--- config.mk ---
export PLATFORM = sky130hd
export DESIGN_NAME = vpa_regs
export DESIGN_NICKNAME = d
export VERILOG_FILES = /design/src/hdl/video_port_access_with_dma_assert.svh /design/src/hdl/vpa_pkg.sv /design/src/hdl/vpa_regs.sv
export SDC_FILE = /design/constraint.sdc
export NUM_CORES = 1
export LEC_CHECK = 0
export BUFFER_PORTS_ARGS = -buffer_cell sky130_fd_sc_hd__buf_2
export CORE_MARGIN = 8
export CORE_UTILIZATION = 48
export DETAILED_ROUTE_END_ITERATION = 10
export PLACE_DENSITY = 0.76
export SETUP_SLACK_MARGIN = 0.05
export SLEW_MARGIN = 20
export SYNTH_ARGS = -nofsm -noshare
export SYNTH_HDL_FRONTEND = slang
export SYNTH_SLANG_ARGS = --single-unit
--- constraint.sdc ---
create_clock -name clk -period 0.9 [get_ports clk]
set_clock_uncertainty 0.1 [all_clocks]
set_input_delay 0.18 -clock clk [delete_from_list [all_inputs] [get_ports clk]]
set_output_delay 0.18 -clock clk [all_outputs]
set_load 0.05 [all_outputs]
--- src/hdl/video_port_access_with_dma_assert.svh ---
// ----------------------------------------------------------------------------
// Video port assertion macros
// Implication checks on the top level clock and reset.
// ----------------------------------------------------------------------------
`ifndef VIDEO_PORT_ACCESS_WITH_DMA_ASSERT_SVH
`define VIDEO_PORT_ACCESS_WITH_DMA_ASSERT_SVH

// same-cycle implication
`define VPA_ASSERT_IMP(label, ante, cons) \
    label: assert property (@(posedge clk) disable iff (!rst_n) (ante) |-> (cons)) \
        else $error("video port assertion failed");

// next-cycle implication
`define VPA_ASSERT_NXT(label, ante, cons) \
    label: assert property (@(posedge clk) disable iff (!rst_n) (ante) |=> (cons)) \
        else $error("video port assertion failed");

`endif

--- src/hdl/vpa_pkg.sv ---
// ----------------------------------------------------------------------------
// Video port package
// Sizes, codes and transfer types shared by the video port modules.
// ----------------------------------------------------------------------------
package vpa_pkg;

    localparam int VIDEO_BYTES    = 65536;
    localparam int COLOR_BYTES    = 128;
    localparam int SCROLL_BYTES   = 128;
    localparam int REGISTER_COUNT = 32;

    localparam int VID_AW = $clog2(VIDEO_BYTES);
    localparam int COL_AW = $clog2(COLOR_BYTES);
    localparam int SCR_AW = $clog2(SCROLL_BYTES);
    localparam int REG_AW = $clog2(REGISTER_COUNT);

    localparam logic [2:0] FN_CTRL    = 3'd0;
    localparam logic [2:0] FN_WR_WORD = 3'd1;
    localparam logic [2:0] FN_WR_BYTE = 3'd2;
    localparam logic [2:0] FN_RD_WORD = 3'd3;
    localparam logic [2:0] FN_RD_BYTE = 3'd4;
    localparam logic [2:0] FN_REG_WR  = 3'd5;

    localparam logic [6:0] AC_VID_WR = 7'h04;
    localparam logic [6:0] AC_COL_WR = 7'h0c;
    localparam logic [6:0] AC_SCR_WR = 7'h14;
    localparam logic [6:0] AC_VID_RD = 7'h00;
    localparam logic [6:0] AC_COL_RD = 7'h20;
    localparam logic [6:0] AC_SCR_RD = 7'h10;

    localparam int REG_INC     = 15;
    localparam int REG_LEN_LO  = 19;
    localparam int REG_LEN_HI  = 20;
    localparam int REG_SRC_LO  = 21;
    localparam int REG_SRC_MID = 22;
    localparam int REG_SRC_HI  = 23;

    localparam logic [1:0] DMA_FILL = 2'd2;
    localparam logic [1:0] DMA_COPY = 2'd3;

    typedef struct packed {
        logic [2:0]  func;
        logic [15:0] value;
        logic [4:0]  reg_num;
    } item_t;

    typedef struct packed {
        logic [15:0] read_data;
        logic [7:0]  dirty_flags;
        logic        command_pending;
    } result_t;

    typedef struct packed {
        logic        vid_we;
        logic        col_we;
        logic        scr_we;
        logic [15:0] addr;
        logic [7:0]  data;
    } mem_wr_t;

    typedef struct packed {
        logic [7:0] vid_q;
        logic [7:0] col_q;
        logic [7:0] scr_q;
    } mem_rd_t;

    typedef struct packed {
        logic       we;
        logic [4:0] idx;
        logic [7:0] data;
    } reg_wr_t;

    typedef struct packed {
        logic [7:0]  inc;
        logic [15:0] len;
        logic [15:0] src;
        logic [1:0]  mode;
    } reg_tap_t;

endpackage

--- src/hdl/vpa_regs.sv ---
// ----------------------------------------------------------------------------
// Video port register file
// Control registers with fixed taps for increment and DMA setup.
// ----------------------------------------------------------------------------
module vpa_regs (
    input  logic              clk,
    input  logic              rst_n,
    input  vpa_pkg::reg_wr_t  wr,
    output vpa_pkg::reg_tap_t taps
);
    import vpa_pkg::*;

    logic [7:0] file_reg [REGISTER_COUNT];

    always_ff @(posedge clk or negedge rst_n)
    begin
        if (!rst_n)
        begin
            for (int i = 0; i < REGISTER_COUNT; i++)
            begin
                file_reg[i] <= 8'h00;
            end
        end
        else if (wr.we && (int'(wr.idx) < REGISTER_COUNT))
        begin
            file_reg[wr.idx[REG_AW-1:0]] <= wr.data;
        end
    end

    assign taps.inc  = file_reg[REG_INC];
    assign taps.len  = {file_reg[REG_LEN_HI], file_reg[REG_LEN_LO]};
    assign taps.src  = {file_reg[REG_SRC_MID][6:0], file_reg[REG_SRC_LO], 1'b0};
    assign taps.mode = file_reg[REG_SRC_HI][7:6];

endmodule
==> out/summary.txt <==
max reg flops - 41
syn avg cell area - 17.0 sq um
most common cell after layout, fill and taps aside - buf_6
Initial Utilization - 0.492
post-synthesis sequential area ratio - 0.629
Final Hold Fails - 0
via count - 1145
failing checks - negative setup slack
H-tree Lvls - 2
CP top delay family - flip-flops
final hold slack - 16.4 ps
initial antenna violation count - 0
Final GP Congestion - 0.687
Final Cell Area - 2790 sq um
Max Transition Viols Final - 0
TritonRoute pass-1 iters - 4
clock tree root buffer cell - clkbuf_4
fin crit share - 1.38
largest area contributor in the netlist - dfrtp_1
I/O Buffers - 56
HPWL Detailed - 2930 um
clock latency on the worst-skew pair - 350 ps
total track usage - 0.173
# IOs - 58
first-pass GRT wire length - 7010 um
final worst slack - -345 ps
Worst Hold End - taps[35]
cells after synthesis - 96
RR Startpoint - taps[3]
clk sink count - 41
Final Non-Filler Cells - 233
status - finished, violations left
power per cell area - 2510 nW/um^2
Initial DRC Count - 44
Power Total - 6.98 mW
Finish-stage setup viols - 82
drt wl/cell - 21.2 um
Hold Path Stages - 2
die area - 5520 sq um
final worst path period need - 1240 ps
setup_tns - -22550 ps
WP buf/inv - 1
CP max-delay cell - dfrtp_2
core area - 3310 sq um
DR vias/cell - 4.91
CP Launch Type - flop
Inserted Clock Buffers - 5
Nets - 202
DIE WIDTH - 74.3 um
share of layout cells above drive strength 1 - 0.925
Mapped Nets - 112
Area Growth Syn to Fin - 70.9%
grt ovf - 0
Crit Path Class - flop to output port
placed insts - 207
Remaining DRCs - 0
Max stage delay on crit path - 450 ps
Int Power - 4.31 mW
Placed Area - 2170 sq um
leading cell types in the layout, fill and taps excluded - buf_6 (53), dfrtp_2 (34), mux2_4 (33), buf_4 (16), buf_2 (11)
largest net degree at the start of global routing - 42
fillers - 166
worst-path cell chain - buf_6
Routed Antenna Nets - 0
Synth top area share - 0.629
Switch Pwr - 2.68 mW
worst min path class - primary input to flop
Site Rows - 21
combinational share of power - 0.454
Net Sw Frac - 0.383
Clock Path Buffers - 2
Synth Register Bits - 41
Setup Slack @ Placement - -673 ps
top post-synthesis cells by area - dfrtp_1 (63%), mux2_2 (23%), mux2_4 (7.4%)
Hold Startpoint - wr[1]
Levels on crit path - 1
TritonCTS clock tree - done
number of global-route vias before repair - 1268
die height - 74.3 um
Pleak - 1.34 nW
Yosys warnings - 0
DRT Wirelength - 4950 um
fin util - 0.842
Reg2Reg Depth - 3
Synth cell types - 15
RSZ-0062 raised after global routing - yes
required time of the critical path - 620 ps
flop-to-flop setup slack - -250 ps
Setup crit end kind - output port
Worst EP arrival - 960 ps
worst vdd ir - 1.77 mV
Worst-path clk slew - 130 ps
max_cap viols - 0
Clock power frac - 0.179
Critical Path Fanout Max - 2
post-synthesis cell area - 1630 sq um
Reg2Reg Capture Point - taps[3]
f_max - 804 MHz
ant diodes - 0
Reg power frac - 0.367
cell usage after synthesis, drive strengths merged:
cell type	instances
nor2	1
nor3	1
nor3b	2
nand3	1
nand4b	1
or4b	1
nand2	2
or3	1
mux2	41
buf	3
conb	1
dfrtp	41
worst max-delay path by stage:
stage                  start        to  slack, ps
finish              taps[27]  taps[27]       -340
global route        taps[36]  taps[36]       -380
CTS                 taps[10]  taps[10]       -330
detailed placement    wr[11]  taps[14]       -670
global placement      wr[11]   taps[8]       -630
floorplan             wr[11]  taps[11]       -570
layer usage:
layer | track usage | share of wire | routed length [um] | vias up
li1 | - | - | - | 517
met1 | 0.197 | 0.42 | 2060 | 572
met2 | 0.298 | 0.52 | 2580 | 48
met3 | 0.0606 | 0.049 | 242 | 8
met4 | 0.0522 | 0.014 | 68 | 0
met5 | 0 | 0 | 0 | -
kinds of logic (layout without fill, tap and decap cells):
logic type / after synthesis / count (layout) / share of synthesized area
mux: 41 / 41 / 0.302
simple gates: 10 / 10 / 0.0522
buf+inv: 3 / 94 / 0.0146
flops: 41 / 41 / 0.629
other cells: 1 / 1 / 0.00230
power by group through the flow:
| stage | clock network [mW] | logic [mW] | registers (mW) |
|---|---|---|---|
| CTS | 1.24 | 2.99 | 2.53 |
| detailed placement | 0 | 2.34 | 2.48 |
| global placement | 0 | 2.31 | 2.46 |
| floorplan | 0 | 0.445 | 3.76 |
| global route | 1.35 | 3.27 | 2.60 |
| finish | 1.25 | 3.17 | 2.56 |
repair_timing:
action / CTS / global route
hold endpoints to repair: 41 / 0
buffers inserted: 8 / 10
hold buffers: 1 / 0
setup endpoints to repair: 82 / 82
gates resized for setup: 113 / 6
pin swaps: 4 / 2
cell type report:
| cell class | instances | area (sq um) | share of cell area |
|---|---|---|---|
| Clock buffer | 7 | 55.1 | 0.0198 |
| Timing Repair Buffer | 86 | 867 | 0.311 |
| Multi-Input combinational cell | 52 | 708 | 0.254 |
| Tap cell | 46 | 57.6 | 0.0207 |
| Sequential cell | 41 | 1070 | 0.383 |
| Clock inverter | 1 | 30.0 | 0.0108 |
Power figures use the tool's default switching activity.
